--- src/touch_gesture_classifier_core_defines.svh ---
// ---------------------------------------------------------------------------
// Touch gesture classifier assertion macros
// Shared concurrent assertion forms for the classifier RTL.
// ---------------------------------------------------------------------------
`ifndef TOUCH_GESTURE_CLASSIFIER_CORE_DEFINES_SVH
`define TOUCH_GESTURE_CLASSIFIER_CORE_DEFINES_SVH

// Same-cycle implication, disabled while reset is asserted.
`define TGC_ASSERT_IMPL(lbl, clk_s, rstn_s, ante, cons, msg) \
	lbl: assert property (@(posedge clk_s) disable iff (!(rstn_s)) (ante) |-> (cons)) \
		else $error(msg);

// Next-cycle implication, disabled while reset is asserted.
`define TGC_ASSERT_NEXT(lbl, clk_s, rstn_s, ante, cons, msg) \
	lbl: assert property (@(posedge clk_s) disable iff (!(rstn_s)) (ante) |=> (cons)) \
		else $error(msg);

`endif

--- src/tgc_pkg.sv ---
// ---------------------------------------------------------------------------
// Touch gesture classifier package
// Codes, configuration record and pipeline snapshot types.
// ---------------------------------------------------------------------------
package tgc_pkg;

	localparam int unsigned COORD_W    = 10;
	localparam int unsigned CFG_DATA_W = 16;
	localparam int unsigned CFG_IDX_W  = 3;

	typedef logic signed [COORD_W-1:0] coord_t;

	// Report kinds from the touch controller.
	typedef enum logic [1:0] {
		EV_DOWN    = 2'd0,
		EV_UP      = 2'd1,
		EV_CONTACT = 2'd2,
		EV_OTHER   = 2'd3
	} event_kind_t;

	// Gesture codes.
	typedef enum logic [2:0] {
		G_NONE  = 3'd0,
		G_UP    = 3'd1,
		G_LEFT  = 3'd2,
		G_DOWN  = 3'd3,
		G_RIGHT = 3'd4,
		G_SLASH = 3'd5,
		G_TAP   = 3'd6,
		G_LONG  = 3'd7
	} gesture_t;

	// Configuration register indexes.
	typedef enum logic [CFG_IDX_W-1:0] {
		CFG_SCREEN_HEIGHT = 3'd0,
		CFG_MIN_SWIPE     = 3'd1,
		CFG_MAX_TAP_DIST  = 3'd2,
		CFG_MAX_TAP_MS    = 3'd3,
		CFG_MIN_LONG_MS   = 3'd4,
		CFG_TIMEOUT_MS    = 3'd5,
		CFG_TAN_Q8        = 3'd6,
		CFG_ZONE_WIDTH    = 3'd7
	} cfg_idx_t;

	typedef struct packed {
		logic [8:0]  panel_height;
		logic [9:0]  swipe_min_len;
		logic [9:0]  tap_max_len;
		logic [15:0] max_tap_ms;
		logic [15:0] min_long_press_ms;
		logic [15:0] touch_timeout_ms;
		logic [8:0]  swipe_angle_tan_q8;
		logic [8:0]  slash_zone_width;
	} cfg_t;

	// Stroke summary handed from the tracking stage to the classifier.
	typedef struct packed {
		logic       active;
		logic [7:0] abs_vx;
		logic [9:0] abs_u;
		logic       vx_neg;
		logic       vx_pos;
		logic       u_neg;
		logic       u_pos;
		logic       zero_vec;
		logic       slash_zone;
		logic       dur_short;
		logic       dur_long;
	} snap_t;

endpackage

--- src/tgc_ifs.sv ---
// ---------------------------------------------------------------------------
// Touch gesture classifier channel interfaces
// Valid/ready channels for touch reports and gesture results.
// ---------------------------------------------------------------------------
interface tgc_touch_if;
	logic        valid;
	logic        ready;
	logic [1:0]  event_kind;
	logic [7:0]  raw_x;
	logic [7:0]  raw_y;
	logic [31:0] time_ms;

	modport source (output valid, event_kind, raw_x, raw_y, time_ms, input ready);
	modport sink (input valid, event_kind, raw_x, raw_y, time_ms, output ready);
endinterface

interface tgc_result_if;
	logic              valid;
	logic              ready;
	logic [2:0]        gesture;
	logic              point_valid;
	logic signed [9:0] point_x;
	logic signed [9:0] point_y;

	modport source (output valid, gesture, point_valid, point_x, point_y, input ready);
	modport sink (input valid, gesture, point_valid, point_x, point_y, output ready);
endinterface

--- src/touch_gesture_classifier_core.sv ---
// ---------------------------------------------------------------------------
// Touch gesture classifier core
// Tracks touch strokes from controller reports and classifies each finished
// stroke as a swipe, a down slash, a tap or a long press.
// ---------------------------------------------------------------------------
//  channel  | role   | payload
//  ---------+--------+-----------------------------------------------
//  touch    | sink   | event_kind, raw_x, raw_y, time_ms
//  result   | source | gesture, point_valid, point_x, point_y
//  cfg_*    | write  | cfg_index selects one of eight registers
//
// One report can be taken in every cycle while no held result stalls it; each
// report moves through the input register, then the output register: the only stages.
// The stroke state is updated as a report moves into the output register.
// A held result stalls the input register; touch.ready drops only while both
// registers are full and result.ready is low.
// Reset empties both registers, clears the stroke state and restores the default
// configuration.
// ---------------------------------------------------------------------------
`include "touch_gesture_classifier_core_defines.svh"

module touch_gesture_classifier_core
	import tgc_pkg::*;
(
	input  logic                  clk,
	input  logic                  arst_n,
	tgc_touch_if.sink             touch,
	tgc_result_if.source          result,
	input  logic                  cfg_we,
	input  logic [CFG_IDX_W-1:0]  cfg_index,
	input  logic [CFG_DATA_W-1:0] cfg_wdata
);

	cfg_t cfg_q;

	// Stage 1: input register.
	logic        v_s1;
	event_kind_t kind_s1;
	logic [7:0]  rx_s1;
	logic [7:0]  ry_s1;
	logic [31:0] time_s1;

	// Stroke state.
	logic        have_start_q;
	logic        have_cur_q;
	coord_t      start_x_q;
	coord_t      start_y_q;
	coord_t      cur_x_q;
	coord_t      cur_y_q;
	logic [31:0] start_time_q;
	logic [31:0] last_time_q;

	// Output register.
	logic     out_v_q;
	gesture_t gesture_q;
	logic     pv_q;
	coord_t   px_q;
	coord_t   py_q;

	gesture_t gesture_d;

	logic rdy_o, rdy1;
	logic adv1;

	coord_t             new_x;
	coord_t             new_y;
	logic [31:0]        age;
	logic               timed_out;
	logic               closing;
	logic signed [10:0] vx;
	logic signed [10:0] vy;
	logic signed [10:0] abs_vx_w;
	logic signed [10:0] abs_vy_w;
	logic [31:0]        dur;
	logic signed [10:0] zone_hi;
	snap_t              snap_d;

	// Handshake: the input register moves on when the output register is empty or moving.
	always_comb begin
		rdy_o = !out_v_q || result.ready;
		rdy1  = !v_s1 || rdy_o;
		adv1  = v_s1 && rdy_o;
	end

	assign touch.ready = rdy1;

	// Configuration registers.
	always_ff @(posedge clk or negedge arst_n) begin
		if (!arst_n) begin
			cfg_q.panel_height       <= 9'd240;
			cfg_q.swipe_min_len      <= 10'd30;
			cfg_q.tap_max_len        <= 10'd20;
			cfg_q.max_tap_ms         <= 16'd300;
			cfg_q.min_long_press_ms  <= 16'd800;
			cfg_q.touch_timeout_ms   <= 16'd500;
			cfg_q.swipe_angle_tan_q8 <= 9'd256;
			cfg_q.slash_zone_width   <= 9'd40;
		end else if (cfg_we) begin
			unique case (cfg_idx_t'(cfg_index))
				CFG_SCREEN_HEIGHT: cfg_q.panel_height       <= cfg_wdata[8:0];
				CFG_MIN_SWIPE:     cfg_q.swipe_min_len      <= cfg_wdata[9:0];
				CFG_MAX_TAP_DIST:  cfg_q.tap_max_len        <= cfg_wdata[9:0];
				CFG_MAX_TAP_MS:    cfg_q.max_tap_ms         <= cfg_wdata;
				CFG_MIN_LONG_MS:   cfg_q.min_long_press_ms  <= cfg_wdata;
				CFG_TIMEOUT_MS:    cfg_q.touch_timeout_ms   <= cfg_wdata;
				CFG_TAN_Q8:        cfg_q.swipe_angle_tan_q8 <= cfg_wdata[8:0];
				CFG_ZONE_WIDTH:    cfg_q.slash_zone_width   <= cfg_wdata[8:0];
			endcase
		end
	end

	// Input register.
	always_ff @(posedge clk or negedge arst_n) begin
		if (!arst_n) begin
			v_s1 <= 1'b0;
		end else if (rdy1) begin
			v_s1 <= touch.valid;
		end
	end

	always_ff @(posedge clk) begin
		if (touch.valid && rdy1) begin
			kind_s1 <= event_kind_t'(touch.event_kind);
			rx_s1   <= touch.raw_x;
			ry_s1   <= touch.raw_y;
			time_s1 <= touch.time_ms;
		end
	end

	// Point mapping, timeout and stroke summary from the current state.
	always_comb begin
		new_x     = coord_t'({2'b00, ry_s1});
		new_y     = coord_t'({1'b0, cfg_q.panel_height} - {2'b00, rx_s1});
		age       = time_s1 - last_time_q;
		timed_out = age > {16'b0, cfg_q.touch_timeout_ms};
		closing   = (kind_s1 == EV_UP) || ((kind_s1 == EV_OTHER) && timed_out);
		vx        = {cur_x_q[9], cur_x_q} - {start_x_q[9], start_x_q};
		vy        = {cur_y_q[9], cur_y_q} - {start_y_q[9], start_y_q};
		abs_vx_w  = (vx < 0) ? -vx : vx;
		abs_vy_w  = (vy < 0) ? -vy : vy;
		dur       = last_time_q - start_time_q;
		zone_hi   = $signed({2'b00, cfg_q.panel_height})
		          - $signed({2'b00, cfg_q.slash_zone_width});

		snap_d.active     = closing && have_start_q && have_cur_q;
		snap_d.abs_vx     = abs_vx_w[7:0];
		snap_d.abs_u      = abs_vy_w[9:0];
		snap_d.vx_neg     = vx < 0;
		snap_d.vx_pos     = vx > 0;
		snap_d.u_neg      = vy > 0;
		snap_d.u_pos      = vy < 0;
		snap_d.zero_vec   = (vx == 0) && (vy == 0);
		snap_d.slash_zone = ($signed({cur_y_q[9], cur_y_q}) > zone_hi)
		                 && ($signed({start_y_q[9], start_y_q})
		                     < $signed({2'b00, cfg_q.slash_zone_width}));
		snap_d.dur_short  = dur < {16'b0, cfg_q.max_tap_ms};
		snap_d.dur_long   = dur > {16'b0, cfg_q.min_long_press_ms};
	end

	// Stroke tracking, updated as each report leaves the input register.
	always_ff @(posedge clk or negedge arst_n) begin
		if (!arst_n) begin
			have_start_q <= 1'b0;
			have_cur_q   <= 1'b0;
			start_x_q    <= '0;
			start_y_q    <= '0;
			cur_x_q      <= '0;
			cur_y_q      <= '0;
			start_time_q <= '0;
			last_time_q  <= '0;
		end else if (adv1) begin
			unique case (kind_s1)
				EV_DOWN: begin
					have_start_q <= 1'b1;
					have_cur_q   <= 1'b1;
					start_x_q    <= new_x;
					start_y_q    <= new_y;
					cur_x_q      <= new_x;
					cur_y_q      <= new_y;
					start_time_q <= time_s1;
					last_time_q  <= time_s1;
				end
				EV_CONTACT: begin
					if (!have_start_q) begin
						have_start_q <= 1'b1;
						start_x_q    <= new_x;
						start_y_q    <= new_y;
						start_time_q <= time_s1;
					end
					have_cur_q  <= 1'b1;
					cur_x_q     <= new_x;
					cur_y_q     <= new_y;
					last_time_q <= time_s1;
				end
				EV_UP, EV_OTHER: begin
					if (snap_d.active) begin
						have_start_q <= 1'b0;
						have_cur_q   <= 1'b0;
						start_time_q <= '0;
						last_time_q  <= '0;
					end
				end
			endcase
		end
	end

	tgc_classify u_classify (
		.snap    (snap_d),
		.cfg     (cfg_q),
		.gesture (gesture_d)
	);

	// Output register: the gesture and the point before this report.
	always_ff @(posedge clk or negedge arst_n) begin
		if (!arst_n) begin
			out_v_q <= 1'b0;
		end else if (rdy_o) begin
			out_v_q <= v_s1;
		end
	end

	always_ff @(posedge clk) begin
		if (adv1) begin
			gesture_q <= gesture_d;
			pv_q      <= have_cur_q;
			px_q      <= have_cur_q ? cur_x_q : '0;
			py_q      <= have_cur_q ? cur_y_q : '0;
		end
	end

	assign result.valid       = out_v_q;
	assign result.gesture     = gesture_q;
	assign result.point_valid = pv_q;
	assign result.point_x     = px_q;
	assign result.point_y     = py_q;

	// The start and current points are always opened and closed together.
	`TGC_ASSERT_IMPL(a_flags_agree, clk, arst_n, 1'b1, have_start_q == have_cur_q, "stroke flags disagree")
	// A down report opens a stroke stamped with its own time.
	`TGC_ASSERT_NEXT(a_down_opens, clk, arst_n, adv1 && (kind_s1 == EV_DOWN), have_start_q && (start_time_q == $past(time_s1)), "down report did not open a stroke")
	// A gesture can only come from a tracked stroke.
	`TGC_ASSERT_IMPL(a_gesture_tracked, clk, arst_n, out_v_q && (gesture_q != G_NONE), pv_q, "gesture without a tracked point")
	// A result that is not taken stays unchanged.
	`TGC_ASSERT_NEXT(a_out_holds, clk, arst_n, out_v_q && !result.ready, out_v_q && $stable(gesture_q) && $stable(px_q) && $stable(py_q), "result changed while stalled")

endmodule

--- src/tgc_classify.sv ---
// ---------------------------------------------------------------------------
// Touch gesture stroke classifier
// Forms the squared lengths and tangent products of a stroke summary, then
// picks the swipe sector or the tap / long press fallback.
// ---------------------------------------------------------------------------
module tgc_classify
	import tgc_pkg::*;
(
	input  snap_t    snap,
	input  cfg_t     cfg,
	output gesture_t gesture
);

	logic [15:0] sq_vx;
	logic [19:0] sq_u;
	logic [19:0] dsw2;
	logic [19:0] dtap2;
	logic [18:0] tu;
	logic [16:0] tv;

	logic [20:0] n2;
	logic        long_enough;
	logic        short_enough;
	logic [15:0] vx_sh;
	logic [17:0] u_sh;
	logic        sec_up;
	logic        sec_left;
	logic        sec_down;
	logic        sec_right;

	// Small products, then the length and sector tests.
	always_comb begin
		sq_vx        = 16'(snap.abs_vx) * 16'(snap.abs_vx);
		sq_u         = 20'(snap.abs_u) * 20'(snap.abs_u);
		dsw2         = 20'(cfg.swipe_min_len) * 20'(cfg.swipe_min_len);
		dtap2        = 20'(cfg.tap_max_len) * 20'(cfg.tap_max_len);
		tu           = 19'(cfg.swipe_angle_tan_q8) * 19'(snap.abs_u);
		tv           = 17'(cfg.swipe_angle_tan_q8) * 17'(snap.abs_vx);
		n2           = 21'(sq_vx) + 21'(sq_u);
		long_enough  = n2 >= 21'(dsw2);
		short_enough = n2 < 21'(dtap2);
		vx_sh        = {snap.abs_vx, 8'b0};
		u_sh         = {snap.abs_u, 8'b0};
		sec_up       = snap.u_pos && (19'(vx_sh) < tu);
		sec_left     = snap.vx_neg && (u_sh < 18'(tv));
		sec_down     = snap.u_neg && (19'(vx_sh) < tu);
		sec_right    = (snap.vx_pos && (u_sh < 18'(tv)))
		            || (snap.zero_vec && (cfg.swipe_angle_tan_q8 != 9'd0));
	end

	// Sector order decides where sectors overlap; tap tests come last.
	always_comb begin
		priority if (!snap.active) begin
			gesture = G_NONE;
		end else if (long_enough && sec_up) begin
			gesture = G_UP;
		end else if (long_enough && sec_left) begin
			gesture = G_LEFT;
		end else if (long_enough && sec_down) begin
			gesture = snap.slash_zone ? G_SLASH : G_DOWN;
		end else if (long_enough && sec_right) begin
			gesture = G_RIGHT;
		end else if (short_enough && snap.dur_short) begin
			gesture = G_TAP;
		end else if (short_enough && snap.dur_long) begin
			gesture = G_LONG;
		end else begin
			gesture = G_NONE;
		end
	end

endmodule

--- src/flat_wrapper.sv ---
// flat-port wrapper written by rule: the top's interface ports become plain ports
module touch_gesture_classifier_core_flat import tgc_pkg::*;
  (clk, arst_n, cfg_we, cfg_index, cfg_wdata, touch_valid, touch_event_kind, touch_raw_x, touch_raw_y, touch_time_ms, touch_ready, result_valid, result_gesture, result_point_valid, result_point_x, result_point_y, result_ready);
  tgc_touch_if touch_i ();
  tgc_result_if result_i ();
  input  logic clk;
  input  logic arst_n;
  input  logic cfg_we;
  input  logic [CFG_IDX_W-1:0] cfg_index;
  input  logic [CFG_DATA_W-1:0] cfg_wdata;
  input wire logic [$bits(touch_i.valid)-1:0] touch_valid;
  input wire logic [$bits(touch_i.event_kind)-1:0] touch_event_kind;
  input wire logic [$bits(touch_i.raw_x)-1:0] touch_raw_x;
  input wire logic [$bits(touch_i.raw_y)-1:0] touch_raw_y;
  input wire logic [$bits(touch_i.time_ms)-1:0] touch_time_ms;
  output wire logic [$bits(touch_i.ready)-1:0] touch_ready;
  output wire logic [$bits(result_i.valid)-1:0] result_valid;
  output wire logic [$bits(result_i.gesture)-1:0] result_gesture;
  output wire logic [$bits(result_i.point_valid)-1:0] result_point_valid;
  output wire logic [$bits(result_i.point_x)-1:0] result_point_x;
  output wire logic [$bits(result_i.point_y)-1:0] result_point_y;
  input wire logic [$bits(result_i.ready)-1:0] result_ready;
  assign touch_i.valid = touch_valid;
  assign touch_i.event_kind = touch_event_kind;
  assign touch_i.raw_x = touch_raw_x;
  assign touch_i.raw_y = touch_raw_y;
  assign touch_i.time_ms = touch_time_ms;
  assign touch_ready = touch_i.ready;
  assign result_valid = result_i.valid;
  assign result_gesture = result_i.gesture;
  assign result_point_valid = result_i.point_valid;
  assign result_point_x = result_i.point_x;
  assign result_point_y = result_i.point_y;
  assign result_i.ready = result_ready;
  touch_gesture_classifier_core u_core (.clk(clk), .arst_n(arst_n), .touch(touch_i), .result(result_i), .cfg_we(cfg_we), .cfg_index(cfg_index), .cfg_wdata(cfg_wdata));
endmodule
--- config.mk ---
export PLATFORM = sky130hd
export DESIGN_NAME = touch_gesture_classifier_core_flat
export DESIGN_NICKNAME = d
export VERILOG_FILES = /design/src/tgc_pkg.sv /design/src/tgc_ifs.sv /design/src/touch_gesture_classifier_core.sv /design/src/tgc_classify.sv /design/src/flat_wrapper.sv
export VERILOG_INCLUDE_DIRS = /design/src /design/src/src
export SDC_FILE = /design/constraint.sdc
export NUM_CORES = 2
export LEC_CHECK = 0
export CAP_MARGIN = 10
export CORE_MARGIN = 10
export CORE_UTILIZATION = 55
export DETAILED_ROUTE_END_ITERATION = 7
export DONT_BUFFER_PORTS = 1
export GPL_ROUTABILITY_DRIVEN = 1
export PLACE_DENSITY = 0.75
export SETUP_SLACK_MARGIN = 0.4
export SKIP_CTS_REPAIR_TIMING = 1
export SYNTH_ARGS = -nofsm -noshare
export SYNTH_HDL_FRONTEND = slang
export SYNTH_SLANG_ARGS = --single-unit
--- constraint.sdc ---
create_clock -name clk -period 22.1 [get_ports clk]
set_input_delay 4.42 -clock clk [delete_from_list [all_inputs] [get_ports clk]]
set_output_delay 4.42 -clock clk [all_outputs]
set_load 0.005 [all_outputs]
# Yosys cells after proc, flatten, opt, wreduce, memory -nomap -nowiden
# Index checks and enable logic that the tools add are counted.
[word_totals] output_inout_bits=26 inputBits=74 reg_bits=272 elab_cells=133
[op_classes] n_bitwise=1 n_lt_le_gt_ge=13 eq_ne=12 reduce_logical=46 multipliers=6 addsub=9 n_mux=19
[op_table] cell="32-bit case mux with 3 select lines" n=1
[op_table] cell="32-bit by 16-bit greater-than comparator with 1-bit output" n=2
[op_table] cell="32-bit logical NOT" n=2
[op_table] cell="32-bit two-way mux" n=2
[op_table] cell="32-bit case mux with 2 select lines" n=1
[op_table] cell="32-bit subtractor" n=2
[op_table] cell="10-bit by 10-bit multiplier with 20-bit output" n=3
[op_table] cell="10-bit case mux with 2 select lines" n=2
[op_table] cell="32-bit by 16-bit less-than comparator with 1-bit output" n=1
[op_table] cell="10-bit two-way mux" n=3
[op_table] cell="11-bit by 1-bit greater-than comparator with 1-bit output, second input constant" n=2
[op_table] cell="11-bit by 1-bit less-than comparator with 1-bit output, second input constant" n=2
[op_table] cell="16-bit by 20-bit adder with 21-bit output" n=1
[op_table] cell="21-bit by 20-bit >= comparator with 1-bit output" n=1
[op_table] cell="21-bit by 20-bit less-than comparator with 1-bit output" n=1
[op_table] cell="2-bit AND reduction" n=10
[op_table] cell="16-bit by 19-bit less-than comparator with 1-bit output" n=1
[op_table] cell="9-bit by 10-bit multiplier with 19-bit output" n=1
[op_table] cell="1-bit logical AND" n=18
[op_table] cell="18-bit by 17-bit less-than comparator with 1-bit output" n=1
[op_table] cell="9-bit by 8-bit multiplier with 17-bit output" n=1
[op_table] cell="8-bit by 8-bit multiplier with 16-bit output" n=1
[op_table] cell="3-bit two-way mux" n=5
[op_table] cell="3-bit == test, second input constant" n=4
[op_table] cell="27 further kinds" n=38

# Depth between registers and ports, before layout
[depth] word_depth=13 depth_mapped=47 depth_no_buf=46

# By module
# From an unflattened synthesis, not the netlist that was laid out.
[hier_totals] hier_cells=3730 area_unflattened_um2=34126.5
[modules_own_cells] module="touch_gesture_classifier_core" cells_per_inst=1824 instances=1 area_per_inst_um2=17685.7 seq_area_each_um2=7149.4
[modules_own_cells] module="tgc_classify" cells_per_inst=1906 instances=1 area_per_inst_um2=16440.8 seq_area_each_um2=0.0

# Worst setup path before layout
# OpenSTA, ideal clock, no wires.
[synth_timing] kind="register to register" from="reg u_core.cur_x_q[0]" to="reg u_core.gesture_q[0], in the netlist u_core.result.gesture[0], data pin" setup_time_ns=0.152 required_ns=21.948 period_less_slack_ns=9.850 arrival_time_ns=9.698 stages_incl_launch_ff=45 setup_slack_ns=12.250 n_path_buf=1 path_cell_list="dfrtp_1 inv_1 ha_1 fa_1 nor2b_1 o21ai_0 a21boi_0 o31a_1 o21ai_0 nor2b_1 o21ai_0 xnor2_1 clkbuf_1 nand2_1 fa_1 fa_1 inv_1 fa_1 [... 9 more ...] o21bai_1 a21oi_1 o21bai_1 o41ai_1 o21bai_1 a21oi_1 xnor2_1 ha_1 a21oi_1 o21a_1 o2111ai_1 nand2_1 nand4_1 a31oi_1 o21ai_0 a2111oi_1 o21ai_0 a31oi_1"
[synth_between] elab_chain_len=13 word_cells_on_any_way=32 classes_between="add/sub: 3; mul: 2; order compare: 6; mux: 7; reduce/logical: 14"
[synth_rtl] element="from (decl)" line="touch_gesture_classifier_core.sv:48" source="coord_t cur_x_q;"
[synth_rtl] element="from (signal assigned)" line="touch_gesture_classifier_core.sv:178" source="cur_x_q <= new_x;"
[synth_rtl] element="from (signal assigned)" line="touch_gesture_classifier_core.sv:191" source="cur_x_q <= new_x;"
[synth_rtl] element="9-bit by 10-bit subtractor with 11-bit output *" line="touch_gesture_classifier_core.sv:137" source="vx = {cur_x_q[9], cur_x_q} - {start_x_q[9], start_x_q};"
[synth_rtl] element="11-bit by 1-bit less-than comparator with 1-bit output / 8-bit negation (equally long branches)" line="touch_gesture_classifier_core.sv:139, touch_gesture_classifier_core.sv:148"
[synth_rtl] element="8-bit two-way mux" line="touch_gesture_classifier_core.sv:139" source="abs_vx_w = (vx < 0) ? -vx : vx;"
[synth_rtl] element="8-bit by 8-bit multiplier with 16-bit output" line="tgc_classify.sv:33" source="sq_vx = 16'(snap.abs_vx) * 16'(snap.abs_vx);"
[synth_rtl] element="16-bit by 20-bit adder with 21-bit output" line="tgc_classify.sv:39" source="n2 = 21'(sq_vx) + 21'(sq_u);"
[synth_rtl] element="21-bit by 20-bit less-than comparator with 1-bit output" line="tgc_classify.sv:41" source="short_enough = n2 < 21'(dtap2);"
[synth_rtl] element="1-bit logical AND" line="tgc_classify.sv:65" source="end else if (short_enough && snap.dur_long) begin"
[synth_rtl] element="3-bit two-way mux" line="tgc_classify.sv:65"
[synth_rtl] element="3-bit two-way mux" line="tgc_classify.sv:63" source="end else if (short_enough && snap.dur_short) begin"
[synth_rtl] element="3-bit two-way mux" line="tgc_classify.sv:61" source="end else if (long_enough && sec_right) begin"
[synth_rtl] element="3-bit two-way mux" line="tgc_classify.sv:59" source="end else if (long_enough && sec_down) begin"
[synth_rtl] element="2-bit two-way mux" line="tgc_classify.sv:57" source="end else if (long_enough && sec_left) begin"
[synth_rtl] element="1-bit two-way mux *" line="tgc_classify.sv:55" source="end else if (long_enough && sec_up) begin"
[synth_rtl] element="to (signal assigned)" line="touch_gesture_classifier_core.sv:224" source="gesture_q <= gesture_d;"
[synth_rtl] element="to (decl)" line="touch_gesture_classifier_core.sv:55" source="gesture_t gesture_q;"
# Mark *: on every way between the ends. The rest lies on a longest branch, timed or not.
# A chain may end at the register's enable or synchronous reset.

# Worst setup path in the final report
[layout_timing] from="reg u_core.cur_y_q[0]" to="reg u_core.gesture_q[0], in the netlist u_core.result.gesture[0], data pin"
[layout_between] elab_chain_len=13 word_cells_on_any_way=32 classes_between="add/sub: 3; mul: 2; order compare: 6; mux: 7; reduce/logical: 14"
[layout_rtl] element="from (decl)" line="touch_gesture_classifier_core.sv:49" source="coord_t cur_y_q;"
[layout_rtl] element="from (signal assigned)" line="touch_gesture_classifier_core.sv:179" source="cur_y_q <= new_y;"
[layout_rtl] element="from (signal assigned)" line="touch_gesture_classifier_core.sv:192" source="cur_y_q <= new_y;"
[layout_rtl] element="10-bit by 10-bit subtractor with 11-bit output *" line="touch_gesture_classifier_core.sv:138" source="vy = {cur_y_q[9], cur_y_q} - {start_y_q[9], start_y_q};"
[layout_rtl] element="10-bit negation / 11-bit by 1-bit less-than comparator with 1-bit output (equally long branches)" line="touch_gesture_classifier_core.sv:140, touch_gesture_classifier_core.sv:151"
[layout_rtl] element="10-bit two-way mux" line="touch_gesture_classifier_core.sv:140" source="abs_vy_w = (vy < 0) ? -vy : vy;"
[layout_rtl] element="10-bit by 10-bit multiplier with 20-bit output" line="tgc_classify.sv:34" source="sq_u = 20'(snap.abs_u) * 20'(snap.abs_u);"
[layout_rtl] element="16-bit by 20-bit adder with 21-bit output" line="tgc_classify.sv:39"
[layout_rtl] element="21-bit by 20-bit less-than comparator with 1-bit output" line="tgc_classify.sv:41"
[layout_rtl] element="1-bit logical AND" line="tgc_classify.sv:65"
[layout_rtl] element="3-bit two-way mux" line="tgc_classify.sv:65"
[layout_rtl] element="3-bit two-way mux" line="tgc_classify.sv:63"
[layout_rtl] element="3-bit two-way mux" line="tgc_classify.sv:61"
[layout_rtl] element="3-bit two-way mux" line="tgc_classify.sv:59"
[layout_rtl] element="2-bit two-way mux" line="tgc_classify.sv:57"
[layout_rtl] element="1-bit two-way mux *" line="tgc_classify.sv:55"
# Marks and branches as above.

==> flow_results.xml <==
<?xml version="1.0" encoding="UTF-8"?>
<metrics>
  <group name="cts">
    <metric name="clkLatencyLatePin" unit="ns">0.58</metric>
    <metric name="cts_num_sinks" unit="">270</metric>
    <metric name="cts_root_buffer" unit="">sky130_fd_sc_hd__clkbuf_16</metric>
    <metric name="worst_setup_hold_path_clk_slew" unit="ns">0.06</metric>
    <metric name="h_tree_depth_reported_by_cts" unit="">1</metric>
    <metric name="cts_made_buffers" unit="">30</metric>
    <metric name="cts_tree" unit="">built</metric>
    <metric name="cts.path.max_buffers" unit="">3</metric>
  </group>
  <group name="yosys">
    <metric name="synthCells" unit="">3569</metric>
    <metric name="share_of_yosys_cell_area_claimed_by_the_top_area_cell_type" unit="">0.1815</metric>
    <metric name="yosysWarnings" unit="">0</metric>
    <metric name="share_of_the_yosys_chip_area_belonging_to_registers" unit="">0.2175</metric>
    <metric name="netlist_top_cells_area" unit="">sky130_fd_sc_hd__fa_1 18%, sky130_fd_sc_hd__ha_1 17%, sky130_fd_sc_hd__dfrtp_1 13%</metric>
    <metric name="cell_with_the_most_instances_after_synthesis" unit="">sky130_fd_sc_hd__inv_1</metric>
    <metric name="post_synthesis_register_bit_count" unit="">270</metric>
    <metric name="synth_edf_count" unit="">72</metric>
    <metric name="synthDistinctLibCells" unit="">96</metric>
    <metric name="synth.cells.most_frequent" unit="">580 x sky130_fd_sc_hd__inv_1, 453 x sky130_fd_sc_hd__ha_1, 345 x sky130_fd_sc_hd__nand2_1</metric>
    <metric name="synth_ff_type" unit="">sky130_fd_sc_hd__dfrtp_1</metric>
    <metric name="async_s_r_ff_share_synth" unit="">0.7333</metric>
    <metric name="post-synth-top-area-cell" unit="">sky130_fd_sc_hd__fa_1</metric>
    <metric name="syn-mean-instance-area" unit="um^2">9.209</metric>
    <metric name="netlist_area" unit="um^2">32870</metric>
  </group>
  <group name="worst_setup_path">
    <metric name="worst_setup_path_start_kind" unit="">flip-flop</metric>
    <metric name="worst-path-max-fanout" unit="">13</metric>
    <metric name="setup.worst_path.class" unit="">reg -&gt; reg</metric>
    <metric name="critical-path-max-stage-delay" unit="ns">0.79</metric>
    <metric name="critical_path.endpoint_type" unit="">flip-flop</metric>
    <metric name="cpMostUsedCell" unit="">sky130_fd_sc_hd__fa_1</metric>
    <metric name="worst_ep_arrival_time" unit="ns">11.78</metric>
    <metric name="worst_ep_required_time" unit="ns">22.50</metric>
    <metric name="cp_slowest_cell" unit="">sky130_fd_sc_hd__xnor2_1</metric>
  </group>
  <group name="floorplanning">
    <metric name="floorplan.initialDensity" unit="">0.5558</metric>
    <metric name="fp.dieArea" unit="um^2">69940</metric>
    <metric name="rows" unit="">89</metric>
    <metric name="core-area" unit="um^2">59130</metric>
    <metric name="io_pins" unit="">100</metric>
    <metric name="die_height" unit="um">264.5</metric>
    <metric name="die_width" unit="um">264.5</metric>
  </group>
  <group name="layout">
    <metric name="filler_cell_count" unit="">5073</metric>
    <metric name="finish.net_count" unit="">4333</metric>
    <metric name="multi_input_area" unit="um^2">23100</metric>
    <metric name="areaGrowthSynthToFinish" unit="%">5.417</metric>
    <metric name="drive_gt1_frac" unit="">0.06852</metric>
    <metric name="fin_util" unit="">0.5859</metric>
    <metric name="footprint_of_the_flip_flops_and_latches" unit="um^2">7149</metric>
  </group>
  <group name="outcome">
    <metric name="run_status" unit="">finished clean</metric>
  </group>
  <group name="timing">
    <metric name="final-setup-viol-count" unit="">0</metric>
    <metric name="clock_skew" unit="ns">0.01595</metric>
    <metric name="grt_setup_unrepaired" unit="">no</metric>
    <metric name="worst-slew-pin-transition" unit="ns">1.102</metric>
    <metric name="setup-tns-final" unit="ns">0</metric>
    <metric name="hold_viol" unit="">0</metric>
    <metric name="f_max" unit="MHz">87.92</metric>
    <metric name="slew-limit-headroom" unit="">0.2636</metric>
    <metric name="timing.final.crit_share" unit="">0.5147</metric>
    <metric name="minimum_period_implied_by_the_final_worst_setup_slack" unit="ns">11.37</metric>
    <metric name="final-max-slew-violation-count" unit="">0</metric>
  </group>
  <group name="grt">
    <metric name="grt-ovfl-total" unit="">0</metric>
    <metric name="first_global_vias" unit="">25443</metric>
    <metric name="first_pass_grt_wire_length" unit="um">129200</metric>
    <metric name="grt_max_degree" unit="">199</metric>
    <metric name="grt_antenna_before_repair" unit="">2</metric>
    <metric name="grt_usage" unit="">0.2241</metric>
  </group>
  <group name="routing">
    <metric name="drt_first_pass_iters" unit="">7</metric>
    <metric name="post_detailed_routing_wire_length" unit="um">77220</metric>
    <metric name="avgViaCountPerCell" unit="">5.711</metric>
    <metric name="average_wire_per_cell_in_the_routed_design" unit="um">17.93</metric>
    <metric name="drt_drc_violations_left" unit="">0</metric>
    <metric name="dr.first_iter.drc_count" unit="">1432</metric>
    <metric name="ant_nets" unit="">0</metric>
    <metric name="detailroute.via_count" unit="">24590</metric>
  </group>
  <group name="job">
    <metric name="maxCapViolCount" unit="">0</metric>
  </group>
  <group name="place">
    <metric name="place_hpwl" unit="um">60250</metric>
    <metric name="gpl.final_weighted_congestion" unit="">0.9102</metric>
    <metric name="numPortBuffers" unit="">0</metric>
  </group>
  <group name="min_path">
    <metric name="hold_path.class" unit="">reg -&gt; reg</metric>
  </group>
</metrics>
per-stage QoR:
step | std cells | hold WS [ns] | area [um^2] | setup WS (ns)
final | 4306 | 0.4789 | 34650 | 10.73
after global routing | 4305 | 0.5090 | 34640 | 9.785
after CTS | 4305 | 0.4875 | 34640 | 10.79
after detailed placement | 4249 | 0.4740 | 33570 | 10.91
after global placement | 4249 | 0.4508 | 33570 | 11.29
after floorplan | 3570 | 0.4365 | 32870 | 12.25
cells by family after synthesis:
| group | Yosys count | share of synthesized area |
|---|---|---|
| compound gates | 666 | 0.1313 |
| fa+ha+maj | 751 | 0.3540 |
| xor+xnor | 153 | 0.04077 |
| mux | 107 | 0.03624 |
| buf+inv | 699 | 0.08067 |
| simple gates | 922 | 0.1394 |
| flops | 270 | 0.2175 |
| other cells | 1 | 0.0001141 |
worst paths after layout:
kind	from	to	slack (ns)	cells past startpoint
max in group asynchronous	arst_n	u_core.cfg_q[93]	18.18	0
max reg2reg	u_core.cur_y_q[0]	u_core.result.gesture[0]	10.73	40
max	u_core.cur_y_q[0]	u_core.result.gesture[0]	10.73	40
min	u_core.ry_s1[5]	u_core.cur_x_q[5]	0.48	2
min in group asynchronous	arst_n	u_core.cfg_q[61]	3.54	0
min reg2reg	u_core.ry_s1[5]	u_core.cur_x_q[5]	0.48	2
layout make-up:
class,count,share of cell area
antenna,1,0.00007223
timing repair buffer,23,0.004984
tap,773,0.02792
inverter,582,0.06305
multi-input combinational,2601,0.6668
sequential,270,0.2063
clock buffer,35,0.02369
clock inverter,21,0.007186
worst max-delay path, delay by kind of cell, from the launching register on:
kind / cells / cell delay [ns]
AOI/OAI and AO/OA: 17 / 3.93
xor gates and xnor gates: 3 / 1.12
adders and majority gates: 10 / 4.39
buffers and inverters: 6 / 0.77
DFF: 1 / 0.36
and+or+nand+nor: 4 / 0.62
per-layer routing:
metal,track usage,vias to the layer above,wire length (um)
met4,0.08852,0,3142
li1,-,11804,-
met3,0.03240,155,4283
met2,0.3932,606,37680
met5,0,-,0
met1,0.2741,12025,32110
layout by cell type, fill, tap and decap left out, types with 13 or more instances in the layout:
master and count:
sky130_fd_sc_hd__dfrtp_1 172, sky130_fd_sc_hd__a31oi_1 19, sky130_fd_sc_hd__o21a_1 35, sky130_fd_sc_hd__nor2b_1 42, sky130_fd_sc_hd__nor2_1 124, sky130_fd_sc_hd__ha_1 453
sky130_fd_sc_hd__nand2b_1 42, sky130_fd_sc_hd__a21o_1 65, sky130_fd_sc_hd__a21oi_1 173, sky130_fd_sc_hd__inv_1 579, sky130_fd_sc_hd__nand4_1 22, sky130_fd_sc_hd__and2_1 150
sky130_fd_sc_hd__dfstp_2 26, sky130_fd_sc_hd__nand2_1 345, sky130_fd_sc_hd__edfxtp_1 72, sky130_fd_sc_hd__clkbuf_16 31, sky130_fd_sc_hd__o211ai_1 13, sky130_fd_sc_hd__mux2_2 96
sky130_fd_sc_hd__o21bai_1 25, sky130_fd_sc_hd__o21ai_0 137, sky130_fd_sc_hd__buf_4 23, sky130_fd_sc_hd__o22ai_1 42, sky130_fd_sc_hd__nor3_1 33, sky130_fd_sc_hd__nand3_1 44
sky130_fd_sc_hd__xnor2_1 95, sky130_fd_sc_hd__fa_1 298, sky130_fd_sc_hd__xor2_1 58, sky130_fd_sc_hd__o21ai_1 32, sky130_fd_sc_hd__and3_1 41, sky130_fd_sc_hd__a211oi_1 13
sequential cells by signal, indices dropped and copies added, names as in the netlist:
name                       flops
u_core.ry_s1                   8
u_core.cur_x_q                 8
u_core.start_y_q              10
u_core.result.point_y         10
u_core.result.valid            1
u_core.result.point_valid      1
u_core.kind_s1                 2
u_core.last_time_q            32
u_core.cfg_q                  95
u_core.start_x_q               8
u_core.result.point_x          8
u_core.have_start_q            1
u_core.time_s1                32
u_core.v_s1                    1
u_core.rx_s1                   8
u_core.start_time_q           32
u_core.cur_y_q                10
u_core.result.gesture          3
Power is not shown: default switching activity piles up to over one toggle a cycle in this logic, so the estimate is an artifact.
